[config.mk]
export PLATFORM = sky130hd
export DESIGN_NAME = rgb_to_hsv_converter
export DESIGN_NICKNAME = d
export VERILOG_FILES = /design/src/rtl/rhc_pkg.sv /design/src/rtl/rgb_to_hsv_converter.sv /design/src/rtl/rhc_div_pipe.sv
export VERILOG_INCLUDE_DIRS = /design/src /design/src/rtl
export SDC_FILE = /design/constraint.sdc
export NUM_CORES = 2
export LEC_CHECK = 0
export ABC_AREA = 1
export BUFFER_PORTS_ARGS = -buffer_cell sky130_fd_sc_hd__buf_4
export CORE_MARGIN = 2
export CORE_UTILIZATION = 50
export DETAILED_ROUTE_END_ITERATION = 10
export GPL_TIMING_DRIVEN = 0
export PLACE_DENSITY = 0.7
export SLEW_MARGIN = 10
export SYNTH_ARGS = -nofsm -noshare
export SYNTH_HDL_FRONTEND = slang
export SYNTH_SLANG_ARGS = --single-unit
[constraint.sdc]
create_clock -name aclk -period 78.6 [get_ports aclk]
set_clock_uncertainty 0.1 [all_clocks]
set_input_delay 3.93 -clock aclk [delete_from_list [all_inputs] [get_ports aclk]]
set_output_delay 3.93 -clock aclk [all_outputs]
set_load 0.03 [all_outputs]
[src/rtl/rgb_to_hsv_converter_defines.svh]
// ----------------------------------------------------------------------------
// RGB to HSV converter: assertion macros
// Shared property wrappers for the converter RTL. They sample on aclk and
// stay quiet while aresetn is low.
// ----------------------------------------------------------------------------
`ifndef RGB_TO_HSV_CONVERTER_DEFINES_SVH
`define RGB_TO_HSV_CONVERTER_DEFINES_SVH

// Check that cons holds in the same cycle as ante.
`define RHC_ASSERT_NOW(label, ante, cons, msg) \
    label: assert property (@(posedge aclk) disable iff (!aresetn) (ante) |-> (cons)) \
        else $error(msg);

// Check that cons holds in the cycle after ante.
`define RHC_ASSERT_NEXT(label, ante, cons, msg) \
    label: assert property (@(posedge aclk) disable iff (!aresetn) (ante) |=> (cons)) \
        else $error(msg);

`endif

[src/rtl/rhc_pkg.sv]
// ----------------------------------------------------------------------------
// RGB to HSV converter package
// Request types, divider types and fixed constants shared by the converter.
// ----------------------------------------------------------------------------
`default_nettype none

package rhc_pkg;

    localparam int RGB_W     = 8;
    localparam int HUE_W     = 15;
    localparam int FRAC_W    = 17;
    // quotient bits produced by the divider, one per stage
    localparam int DIV_STEPS = 16;
    // hue of one sector (60 degrees) in 1/64 degree
    localparam logic [11:0] HUE_SCALE = 12'd3840;
    localparam int HNUM_W    = 22;

    // input request: one pixel
    typedef struct packed {
        logic [RGB_W-1:0] red;
        logic [RGB_W-1:0] green;
        logic [RGB_W-1:0] blue;
    } rhc_pixel_t;

    // result request: one HSV triple
    typedef struct packed {
        logic signed [HUE_W-1:0] hue;
        logic [FRAC_W-1:0]       saturation;
        logic [FRAC_W-1:0]       brightness;
        logic                    hue_undefined;
    } rhc_hsv_t;

    // one stage of the restoring divider: partial remainder, dividend bits
    // still to be consumed (high end) with quotient bits shifted in (low end)
    typedef struct packed {
        logic [RGB_W-1:0]     rem;
        logic [DIV_STEPS-1:0] work;
        logic [RGB_W-1:0]     divisor;
    } rhc_div_t;

endpackage

`default_nettype wire

[src/rtl/rgb_to_hsv_converter.sv]
// ----------------------------------------------------------------------------
// RGB to HSV converter
// Pipelined conversion of 8-bit RGB pixels to hue, saturation and value.
// ----------------------------------------------------------------------------
// The converter takes one pixel per clock while s_ready is high and returns
// one HSV result per pixel, in order. Four front stages (A to D) find max/min,
// the sector numerator and the scaled hue dividend. Two 16-stage restoring
// dividers (one quotient bit per stage) then form saturation and hue side by
// side, and that divider depth sets the latency; the output register comes
// last and drives m_valid. Brightness needs no divider. A two-entry output
// buffer lets the pipeline keep taking a pixel while a result waits; s_ready
// falls only once both entries hold results. Write cfg_wdata (the hue reported
// for grey pixels) only while no pixel is in flight.
`default_nettype none
`include "rgb_to_hsv_converter_defines.svh"

module rgb_to_hsv_converter
    import rhc_pkg::*;
(
    input  var logic                    aclk,
    input  var logic                    aresetn,
    input  var logic                    s_valid,
    output logic                        s_ready,
    input  var rhc_pixel_t              s_data,
    output logic                        m_valid,
    input  var logic                    m_ready,
    output rhc_hsv_t                    m_data,
    input  var logic                    cfg_wen,
    input  var logic signed [HUE_W-1:0] cfg_wdata
);

    typedef struct packed {
        logic               neg;
        logic               undef;
        logic               full;
        logic [FRAC_W-1:0]  brightness;
    } rhc_side_t;

    logic                    adv;
    logic signed [HUE_W-1:0] undef_hue_reg;

    // stage A: captured pixel
    logic       a_valid_reg;
    rhc_pixel_t a_pix_reg;

    // stage B: extremes and winning channel
    logic             b_valid_reg;
    rhc_pixel_t       b_pix_reg;
    logic [RGB_W-1:0] b_mx_reg;
    logic [RGB_W-1:0] b_delta_reg;
    logic             b_rmax_reg;
    logic             b_gmax_reg;
    logic [RGB_W-1:0] b_mx_next;
    logic [RGB_W-1:0] b_mn_next;
    logic             b_rmax_next;
    logic             b_gmax_next;

    // stage C: wrapped sector numerator
    logic              c_valid_reg;
    logic [RGB_W-1:0]  c_mx_reg;
    logic [RGB_W-1:0]  c_delta_reg;
    logic [9:0]        c_mag_reg;
    rhc_side_t         c_side_reg;
    logic signed [11:0] d12;
    logic signed [11:0] r12;
    logic signed [11:0] g12;
    logic signed [11:0] b12;
    logic signed [11:0] n_raw;
    logic signed [11:0] n_wrap;
    logic [11:0]        n_abs;

    // stage D: hue dividend
    logic              d_valid_reg;
    logic [RGB_W-1:0]  d_mx_reg;
    logic [RGB_W-1:0]  d_delta_reg;
    logic [HNUM_W-1:0] d_hnum_reg;
    rhc_side_t         d_side_reg;
    logic [HNUM_W-1:0] d_hnum_next;

    // divider stages
    logic [DIV_STEPS-1:0] dv_reg;
    rhc_side_t            side_reg [0:DIV_STEPS-1];
    rhc_div_t             sat_div_in;
    rhc_div_t             hue_div_in;
    logic [DIV_STEPS-1:0] sat_q;
    logic [DIV_STEPS-1:0] hue_q;

    // output buffer
    rhc_hsv_t res_next;
    logic     p_valid;
    logic     out_free;
    logic     m_valid_reg;
    rhc_hsv_t m_data_reg;
    logic     skid_valid_reg;
    rhc_hsv_t skid_data_reg;

    // Move the whole pipeline unless the spare output entry is taken.
    assign adv     = !skid_valid_reg;
    assign s_ready = adv;

    // Hold the grey-pixel hue.
    always_ff @(posedge aclk) begin
        if (!aresetn) begin
            undef_hue_reg <= '0;
        end else if (cfg_wen) begin
            undef_hue_reg <= cfg_wdata;
        end
    end

    // Stage A: capture the request.
    always_ff @(posedge aclk) begin
        if (!aresetn) begin
            a_valid_reg <= 1'b0;
        end else if (adv) begin
            a_valid_reg <= s_valid;
        end
    end

    always_ff @(posedge aclk) begin
        if (adv && s_valid) begin
            a_pix_reg <= s_data;
        end
    end

    // Stage B: find max and min; red wins ties, then green.
    always_comb begin
        b_rmax_next = (a_pix_reg.red >= a_pix_reg.green) && (a_pix_reg.red >= a_pix_reg.blue);
        b_gmax_next = !b_rmax_next && (a_pix_reg.green >= a_pix_reg.blue);
        priority if (b_rmax_next) begin
            b_mx_next = a_pix_reg.red;
        end else if (b_gmax_next) begin
            b_mx_next = a_pix_reg.green;
        end else begin
            b_mx_next = a_pix_reg.blue;
        end
        b_mn_next = a_pix_reg.red;
        if (a_pix_reg.green < b_mn_next) begin
            b_mn_next = a_pix_reg.green;
        end
        if (a_pix_reg.blue < b_mn_next) begin
            b_mn_next = a_pix_reg.blue;
        end
    end

    always_ff @(posedge aclk) begin
        if (!aresetn) begin
            b_valid_reg <= 1'b0;
        end else if (adv) begin
            b_valid_reg <= a_valid_reg;
        end
    end

    always_ff @(posedge aclk) begin
        if (adv) begin
            b_pix_reg   <= a_pix_reg;
            b_mx_reg    <= b_mx_next;
            b_delta_reg <= b_mx_next - b_mn_next;
            b_rmax_reg  <= b_rmax_next;
            b_gmax_reg  <= b_gmax_next;
        end
    end

    // Stage C: sector numerator, wrapped into (-3*delta, 3*delta].
    always_comb begin
        d12 = $signed({4'b0, b_delta_reg});
        r12 = $signed({4'b0, b_pix_reg.red});
        g12 = $signed({4'b0, b_pix_reg.green});
        b12 = $signed({4'b0, b_pix_reg.blue});
        priority if (b_rmax_reg) begin
            n_raw = g12 - b12;
        end else if (b_gmax_reg) begin
            n_raw = (d12 <<< 1) + b12 - r12;
        end else begin
            n_raw = (d12 <<< 2) + r12 - g12;
        end
        if (n_raw > (d12 + (d12 <<< 1))) begin
            n_wrap = n_raw - ((d12 <<< 2) + (d12 <<< 1));
        end else begin
            n_wrap = n_raw;
        end
        n_abs = n_wrap[11] ? 12'(-n_wrap) : 12'(n_wrap);
    end

    always_ff @(posedge aclk) begin
        if (!aresetn) begin
            c_valid_reg <= 1'b0;
        end else if (adv) begin
            c_valid_reg <= b_valid_reg;
        end
    end

    always_ff @(posedge aclk) begin
        if (adv) begin
            c_mx_reg              <= b_mx_reg;
            c_delta_reg           <= b_delta_reg;
            c_mag_reg             <= n_abs[9:0];
            c_side_reg.neg        <= n_wrap[11];
            c_side_reg.undef      <= (b_delta_reg == '0);
            // a zero channel makes delta equal max: full saturation
            c_side_reg.full       <= (b_delta_reg == b_mx_reg);
            // max*65536/255 rounded is max*257 plus one for the upper half
            c_side_reg.brightness <= {1'b0, b_mx_reg, b_mx_reg}
                                     + {{(FRAC_W-1){1'b0}}, b_mx_reg[RGB_W-1]};
        end
    end

    // Stage D: hue dividend 3840*|n| + delta/2 for round to nearest.
    assign d_hnum_next = HNUM_W'(c_mag_reg) * HNUM_W'(HUE_SCALE)
                         + HNUM_W'(c_delta_reg[RGB_W-1:1]);

    always_ff @(posedge aclk) begin
        if (!aresetn) begin
            d_valid_reg <= 1'b0;
        end else if (adv) begin
            d_valid_reg <= c_valid_reg;
        end
    end

    always_ff @(posedge aclk) begin
        if (adv) begin
            d_mx_reg    <= c_mx_reg;
            d_delta_reg <= c_delta_reg;
            d_hnum_reg  <= d_hnum_next;
            d_side_reg  <= c_side_reg;
        end
    end

    // Saturation: (delta*65536 + max/2) / max. Delta equal to max gives
    // exactly 65536, which the quotient cannot hold; those pixels bypass it.
    assign sat_div_in.rem     = d_side_reg.full ? '0 : d_delta_reg;
    assign sat_div_in.work    = DIV_STEPS'(d_mx_reg[RGB_W-1:1]);
    assign sat_div_in.divisor = d_mx_reg;

    // Hue: dividend / delta; the dividend stays below delta * 2^14.
    assign hue_div_in.rem     = RGB_W'(d_hnum_reg[HNUM_W-1:DIV_STEPS]);
    assign hue_div_in.work    = d_hnum_reg[DIV_STEPS-1:0];
    assign hue_div_in.divisor = d_delta_reg;

    rhc_div_pipe u_sat_div (
        .aclk     (aclk),
        .en       (adv),
        .div_in   (sat_div_in),
        .quotient (sat_q)
    );

    rhc_div_pipe u_hue_div (
        .aclk     (aclk),
        .en       (adv),
        .div_in   (hue_div_in),
        .quotient (hue_q)
    );

    // Carry valid and side data alongside the divider stages.
    always_ff @(posedge aclk) begin
        if (!aresetn) begin
            dv_reg <= '0;
        end else if (adv) begin
            dv_reg <= {dv_reg[DIV_STEPS-2:0], d_valid_reg};
        end
    end

    always_ff @(posedge aclk) begin
        if (adv) begin
            side_reg[0] <= d_side_reg;
        end
    end

    for (genvar k = 1; k < DIV_STEPS; k++) begin : g_side
        always_ff @(posedge aclk) begin
            if (adv) begin
                side_reg[k] <= side_reg[k-1];
            end
        end
    end

    // Form the result; grey pixels take the configured hue.
    always_comb begin
        res_next.brightness    = side_reg[DIV_STEPS-1].brightness;
        res_next.hue_undefined = side_reg[DIV_STEPS-1].undef;
        if (side_reg[DIV_STEPS-1].undef) begin
            res_next.hue        = undef_hue_reg;
            res_next.saturation = '0;
        end else begin
            res_next.saturation = side_reg[DIV_STEPS-1].full ? {1'b1, {(FRAC_W-1){1'b0}}}
                                                             : FRAC_W'(sat_q);
            res_next.hue = side_reg[DIV_STEPS-1].neg ? $signed(HUE_W'(-hue_q))
                                                     : $signed(hue_q[HUE_W-1:0]);
        end
    end

    assign p_valid  = adv && dv_reg[DIV_STEPS-1];
    assign out_free = !m_valid_reg || m_ready;

    // Output register with a spare entry: drain the spare first.
    always_ff @(posedge aclk) begin
        if (!aresetn) begin
            m_valid_reg    <= 1'b0;
            skid_valid_reg <= 1'b0;
        end else if (out_free) begin
            if (skid_valid_reg) begin
                m_valid_reg    <= 1'b1;
                skid_valid_reg <= 1'b0;
            end else begin
                m_valid_reg <= p_valid;
            end
        end else if (p_valid) begin
            skid_valid_reg <= 1'b1;
        end
    end

    always_ff @(posedge aclk) begin
        if (out_free) begin
            if (skid_valid_reg) begin
                m_data_reg <= skid_data_reg;
            end else if (p_valid) begin
                m_data_reg <= res_next;
            end
        end else if (p_valid) begin
            skid_data_reg <= res_next;
        end
    end

    assign m_valid = m_valid_reg;
    assign m_data  = m_data_reg;

    `RHC_ASSERT_NOW(a_skid_behind_out, skid_valid_reg, m_valid_reg, "spare entry full while output empty")
    `RHC_ASSERT_NOW(a_grey_zero_sat, m_valid_reg && m_data_reg.hue_undefined, m_data_reg.saturation == '0, "grey pixel with nonzero saturation")
    `RHC_ASSERT_NOW(a_hue_range, m_valid_reg && !m_data_reg.hue_undefined, (m_data_reg.hue >= -15'sd11519) && (m_data_reg.hue <= 15'sd11520), "hue outside (-180,180] degrees")
    `RHC_ASSERT_NEXT(a_stall_to_skid, m_valid_reg && !m_ready && p_valid, skid_valid_reg, "stalled result not parked in spare entry")

endmodule

`default_nettype wire

[src/rtl/rhc_div_pipe.sv]
// ----------------------------------------------------------------------------
// RGB to HSV converter: pipelined divider
// Restoring division with one quotient bit per register stage. The starting
// remainder must be below the divisor; the quotient then fits DIV_STEPS bits.
// ----------------------------------------------------------------------------
`default_nettype none

module rhc_div_pipe
    import rhc_pkg::*;
(
    input  var logic                 aclk,
    input  var logic                 en,
    input  var rhc_div_t             div_in,
    output logic [DIV_STEPS-1:0]     quotient
);

    // Shift in one dividend bit, subtract the divisor when it fits.
    function automatic rhc_div_t div_step(input rhc_div_t x);
        logic [RGB_W:0]   trial;
        logic [RGB_W:0]   diff;
        logic             fits;
        rhc_div_t         y;
        trial = {x.rem, x.work[DIV_STEPS-1]};
        diff  = trial - {1'b0, x.divisor};
        fits  = (trial >= {1'b0, x.divisor});
        y.divisor = x.divisor;
        y.rem     = fits ? diff[RGB_W-1:0] : trial[RGB_W-1:0];
        y.work    = {x.work[DIV_STEPS-2:0], fits};
        return y;
    endfunction

    rhc_div_t stage_reg [0:DIV_STEPS-1];

    // Advance every stage together when the pipeline moves.
    always_ff @(posedge aclk) begin
        if (en) begin
            stage_reg[0] <= div_step(div_in);
        end
    end

    for (genvar k = 1; k < DIV_STEPS; k++) begin : g_stage
        always_ff @(posedge aclk) begin
            if (en) begin
                stage_reg[k] <= div_step(stage_reg[k-1]);
            end
        end
    end

    assign quotient = stage_reg[DIV_STEPS-1].work;

endmodule

`default_nettype wire

---- Yosys cells after proc, flatten, opt, wreduce, memory -nomap -nowiden ----
Memories as Yosys holds them, arrays and structs flattened.
Index checks and enable logic that the tools add are counted.
Widths: inputs -> output; s select.
storage, ports and cells
  logic and storage cells ................. 191
  memories kept ........................... 3
  bits in registers ....................... 307
  bits in writable memories ............... 1344
cells by class
  muxes and demuxes ....................... 48
  $add $sub $neg .......................... 45
  order comparisons ....................... 38
  multiply operators ...................... 1
  reduce and logical (&&, ||, !) cells .... 13
  bitwise gates (word level) .............. 2
  equal/unequal tests ..................... 1
memories
  memory               words  bits a word  read ports  clocked after memory_dff  write ports  line                        RTL
  u_hue_div.stage_reg  16     32           16          0                         16           rhc_div_pipe.sv:32          rhc_div_t stage_reg [0:DIV_STEPS-1];
  u_sat_div.stage_reg  16     32           16          0                         16           rhc_div_pipe.sv:32
  side_reg             16     20           16          0                         16           rgb_to_hsv_converter.sv:82  rhc_side_t side_reg [0:DIV_STEPS-1];
operators by type and width
  operator               number
  $mux 8                 37
  $ge 9x8->1             31
  $sub 8x8->8            32
  $mux 50                2
  $mux 12                3
  $mux 32                1
  $ge 8x8->1             3
  $add 22x7->22          1
  $add 16x1->17          1
  $mux 17                1
  $lt 8x8->1             2
  $mux 15                1
  $neg 15->15            1
  $mul 10x4->14 const B  1
  $gt 12x11->1           1
  $sub 11x8->12          1
  $sub 12x12->12         1
  $add 10x8->11          1
  $add 10x9->11          1
  $sub 10x8->11          1
  $add 8x9->10           1
  $add 9x8->10           1
  $mux 10                1
  $neg 10->10            1
  13 further kinds       21

---- Depth between registers and ports, before layout ----
  depth after elaboration ................. 8
  gate-level depth with buffers ........... 35

---- By module ----
Synthesis repeated with hierarchy kept, for this count alone.
unflattened totals
  cell total of the unflattened synthesis .. 6303
  area total of the unflattened synthesis .. 72978.7 um^2
modules (own cells, without submodules)
  module                    cells each  sequential area each (um^2)  area each (um^2)  times used
  rgb_to_hsv_converter      1907        17616.9                      25129.1           1
  rhc_div_pipe (u_sat_div)  2196        14894.3                      24008.0           1
  rhc_div_pipe (u_hue_div)  2200        14894.3                      23841.6           1

---- Worst setup path before layout ----
No wires, ideal clock.
  path type ............................... reg-to-output
  start point ............................. register skid_valid_reg
  end point ............................... output s_ready
  required time ........................... 74.570 ns
  cell stages (with the launch flop) ...... 4
  buffers on the path ..................... 2
  arrival time ............................ 33.366 ns
  path slack .............................. 41.204 ns
  cells stage by stage .................... dfxtp_1 inv_1 clkbuf_1 buf_1
on the way
  word-level cells in the longest chain between the ends .. 1
ends and longest elaborated chain
  what                      line                         RTL
  start: declaration        rgb_to_hsv_converter.sv:94   logic skid_valid_reg;
  start signal: assignment  rgb_to_hsv_converter.sv:298  skid_valid_reg <= 1'b0;
  start signal: assignment  rgb_to_hsv_converter.sv:302  skid_valid_reg <= 1'b0;
  start signal: assignment  rgb_to_hsv_converter.sv:307  skid_valid_reg <= 1'b1;
  $logic_not 1->1           rgb_to_hsv_converter.sv:98   assign adv = !skid_valid_reg;
  end: declaration          rgb_to_hsv_converter.sv:23   output logic s_ready,
Every way passes these cells.

---- Worst setup path after layout ----
Ends and elaborated chain as after synthesis.

==> summary by stage <==
Outcome
The flow ran to the end, and the final reports show no timing, DRC or antenna violations.

Floorplanning
In this run the horizontal extent of the chip is 351 um. The floorplan has 127 rows. The standard cell core area is 119000 sq um.

In this run the count of I/O pins placed on the die edge is 96. The height of the chip is 351 um. Once the floorplan was initialized, standard cells occupied 50.3% of the core. The die outline area is 123000 sq um.

Logic synthesis
The flip-flop and latch count after synthesis is 1363. The sequential-to-total area share from yosys stat is 67.5%. Summed over all instances, the cell type with the most area after synthesis is sky130_fd_sc_hd__edfxtp_1. The number of enable flip-flop cells after synthesis is 1326. The unique cell type count in the Yosys netlist is 51. The count of yosys warnings during synthesis is 0. The synthesized instance count is 4635. The prevailing post-synth register cell is sky130_fd_sc_hd__edfxtp_1. The share of the synthesized area in the top cell type is 66.3%. In the post-synthesis netlist, the biggest area contributors are sky130_fd_sc_hd__edfxtp_1 66%, sky130_fd_sc_hd__ha_1 7.9%, sky130_fd_sc_hd__inv_1 3.7%. Sorting the synthesized cells by how often they occur yields 1326 x sky130_fd_sc_hd__edfxtp_1, 591 x sky130_fd_sc_hd__inv_1, 563 x sky130_fd_sc_hd__nand2_1, 454 x sky130_fd_sc_hd__nor2_1, 377 x sky130_fd_sc_hd__ha_1. After synthesis, the share of flip-flops with an asynchronous set or reset is 0%. Averaged over all synthesized cells, the footprint is 13.0 sq um.

The netlist area before placement is 60100 sq um. The number of nets handed over by synthesis was 5122. The most frequent cell after synthesis is sky130_fd_sc_hd__edfxtp_1.

Worst setup path
The required arrival time at the worst endpoint is 74570 ps. In this run the critical register-to-register path is captured at c_mag_reg[4]. The critical path start-end classification is reg2out. STA classifies the critical path endpoint as an output pin.

The number of cells on the worst reg-to-reg path is 34. The register-to-register setup slack is 72860 ps. The arrival time of data at the critical path endpoint is 3680 ps. The maximum net fanout on the critical path is 40. The worst setup path is launched from a register.

The startpoint identified for the worst register-to-register timing path is b_delta_reg[0].

Timing
The least setup slack across all paths after layout is 70890 ps. Timing would allow up to 130 MHz. Setup violations remaining at the end of the flow were counted as 0. The final clock period utilization by the worst path is 9.81%. The final-report hold violation count is 0. For the pin with the worst max-slew slack, the measured transition is 1000 ps. Headroom to the max-slew limit came out at 32.4%. Setup repair after global routing left no endpoint under its margin. The shortest period the worst path allows is 7710 ps.

Adding up every negative setup slack in the final design gives 0 ps. The number of pins exceeding their max-slew limit in the final report was 0.

Global routing
After global routing the overflow that remains totals 0. The via count of the first global-routing pass came to 33900. Across every metal layer, demand over resource in global routing totals 16.0%. The first global-routing pass estimated 159000 um of wire.

Entering global routing, the biggest net connects 43 pins. The initial antenna violation count came to 0.

Power
Overall power consumption after layout is estimated at 3.17 mW. In this run the static leakage power is 28.6 nW. IR analysis of the VDD net gives a maximum drop of 0.0311 mV. For this design the ratio of total power to cell area is 46.4 nW/um^2.

Route
The final wirelength is 96800 um. The post-route DRC violation count is 0. The post-detailed-route wirelength per cell is 14.6 um.

The iteration count of the initial detailed-routing pass is 6. The post-route antenna net violation count is 0. The detailed-route via count is 33700. The starting DRC count in detailed routing is 1788. The via density per instance is 5.07.

Min path
The endpoint with the worst hold slack is side_reg[0][58]. The class of the most critical hold timing path is reg2reg. The number of cells traversed by the worst hold path is 0. The startpoint identified for the worst hold timing path is side_reg[0][38].

CTS
The tree is rooted in a sky130_fd_sc_hd__clkbuf_16. In this run the post-CTS setup repair buffer count came out at 0. In this run the deepest clock path goes through 3 buffers. The number of buffers added by the clock tree synthesis step is 140. Buffers inserted to repair hold after CTS numbered 0. The H-tree was split into 4 levels. Clock-pin slew was measured on the worst setup and hold paths at 60 ps.

Clock tree synthesis found a total of 1363 sinks. The clock insertion delay at the later pin of the skew report is 750 ps. The TritonCTS clock tree is built. Once the clock tree was built, the resizer swapped 0 gates to a different size.

Finish
The count of nets after finishing is 5401. The register with the most flip-flops in the layout has 388 of them. The share of post-route cells with drive strength above 1 is 8.44%. Cells fill 57.2% of the core in the end.

The area overhead of the layout relative to synthesis is 13.8%.

Placed design
The worst slack after detailed placement is 71600 ps. The final weighted congestion of routability-driven global placement is 0.878. The wire-length estimate of the detail-placed layout is 69500 um. The number of port buffers is 95.

Run
The tool flagged a number of max-cap violations equal to 0.
==> worst max path at each step <==
stage | from | cells after the start | end
after floorplan | skid_valid_reg | 3 | s_ready
after global placement | skid_valid_reg | 4 | s_ready
after detailed placement | skid_valid_reg | 8 | s_ready
after CTS | skid_valid_reg | 8 | s_ready
after global routing | skid_valid_reg | 8 | s_ready
final | skid_valid_reg | 8 | s_ready
==> stage by stage <==
| step | area, sq um | hold slack (ps) | instances |
|---|---|---|---|
| finish | 68300 | 278 | 6639 |
| global route | 68300 | 280 | 6638 |
| CTS | 68300 | 278 | 6638 |
| detailed placement | 63600 | 305 | 6384 |
| global placement | 62800 | 300 | 6342 |
| floorplan | 60100 | 300 | 4635 |
==> routing by layer <==
| layer | GRT usage (%) | vias to the layer above | part of all wire, % |
|---|---|---|---|
| met5 | 0 | - | 0 |
| met4 | 7.74 | 0 | 4.1 |
| met3 | 2.70 | 244 | 3.8 |
| met2 | 30.2 | 663 | 54 |
| met1 | 17.1 | 16000 | 39 |
| li1 | - | 16800 | - |
==> critical path: stages (launching register included) <==
cell	delay [ps]
sky130_fd_sc_hd__dfxtp_1	330
sky130_fd_sc_hd__inv_1	80
sky130_fd_sc_hd__clkbuf_1	470
sky130_fd_sc_hd__buf_2	700
sky130_fd_sc_hd__buf_12	310
sky130_fd_sc_hd__buf_12	260
sky130_fd_sc_hd__buf_12	260
sky130_fd_sc_hd__buf_12	250
sky130_fd_sc_hd__buf_4	200
==> power breakdown <==
part           total, mW  internal (mW)  switching (mW)
clock              0.661          0.386           0.275
combinational       1.22          0.506           0.717
sequential          1.29           1.17           0.119
total               3.17           2.06            1.11
==> final cells by class <==
cell class	instances	area (sq um)
sequential	1363	40600
clock buffer	179	3740
antenna	1	2.50
multi-input combinational	2610	17000
tap	1612	2020
fill	9267	51200
buffer	66	312
inverter	596	2240
timing repair buffer	137	1520
clock inverter	75	985
==> cell usage in the layout (no fill, tap or decap), types with 11 or more instances in the layout <==
| cell type | n |
|---|---|
| sky130_fd_sc_hd__a211oi_1 | 18 |
| sky130_fd_sc_hd__a21o_1 | 25 |
| sky130_fd_sc_hd__a21oi_1 | 338 |
| sky130_fd_sc_hd__a31oi_1 | 13 |
| sky130_fd_sc_hd__buf_12 | 31 |
| sky130_fd_sc_hd__buf_2 | 15 |
| sky130_fd_sc_hd__buf_4 | 109 |
| sky130_fd_sc_hd__bufinv_16 | 13 |
| sky130_fd_sc_hd__clkbuf_1 | 69 |
| sky130_fd_sc_hd__clkbuf_16 | 141 |
| sky130_fd_sc_hd__clkinv_1 | 21 |
| sky130_fd_sc_hd__clkinv_2 | 20 |
| sky130_fd_sc_hd__dfxtp_1 | 37 |
| sky130_fd_sc_hd__edfxtp_1 | 1326 |
| sky130_fd_sc_hd__fa_1 | 66 |
| sky130_fd_sc_hd__ha_1 | 377 |
| sky130_fd_sc_hd__inv_1 | 591 |
| sky130_fd_sc_hd__nand2_1 | 563 |
| sky130_fd_sc_hd__nand2_2 | 12 |
| sky130_fd_sc_hd__nand3_1 | 88 |
| sky130_fd_sc_hd__nand4_1 | 45 |
| sky130_fd_sc_hd__nor2_1 | 453 |
| sky130_fd_sc_hd__nor3_1 | 42 |
| sky130_fd_sc_hd__o211ai_1 | 11 |
| sky130_fd_sc_hd__o21ai_0 | 234 |
| sky130_fd_sc_hd__o21bai_1 | 18 |
| sky130_fd_sc_hd__or2_2 | 12 |
| sky130_fd_sc_hd__xnor2_1 | 68 |
| sky130_fd_sc_hd__xor2_1 | 144 |
==> cell families (layout without fill, tap and decap cells) <==
family / after synthesis / after routing / share of synthesized area [%]
flops: 1363 / 1363 / 67.5
simple gates: 1254 / 1254 / 8.67
compound gates: 701 / 701 / 6.41
buf+inv: 662 / 1053 / 4.24
fa+ha+maj: 443 / 443 / 10.1
xor+xnor: 212 / 212 / 3.09
other cells: 0 / 1 / 0
No activity file was read; power rests on OpenSTA's default activity.
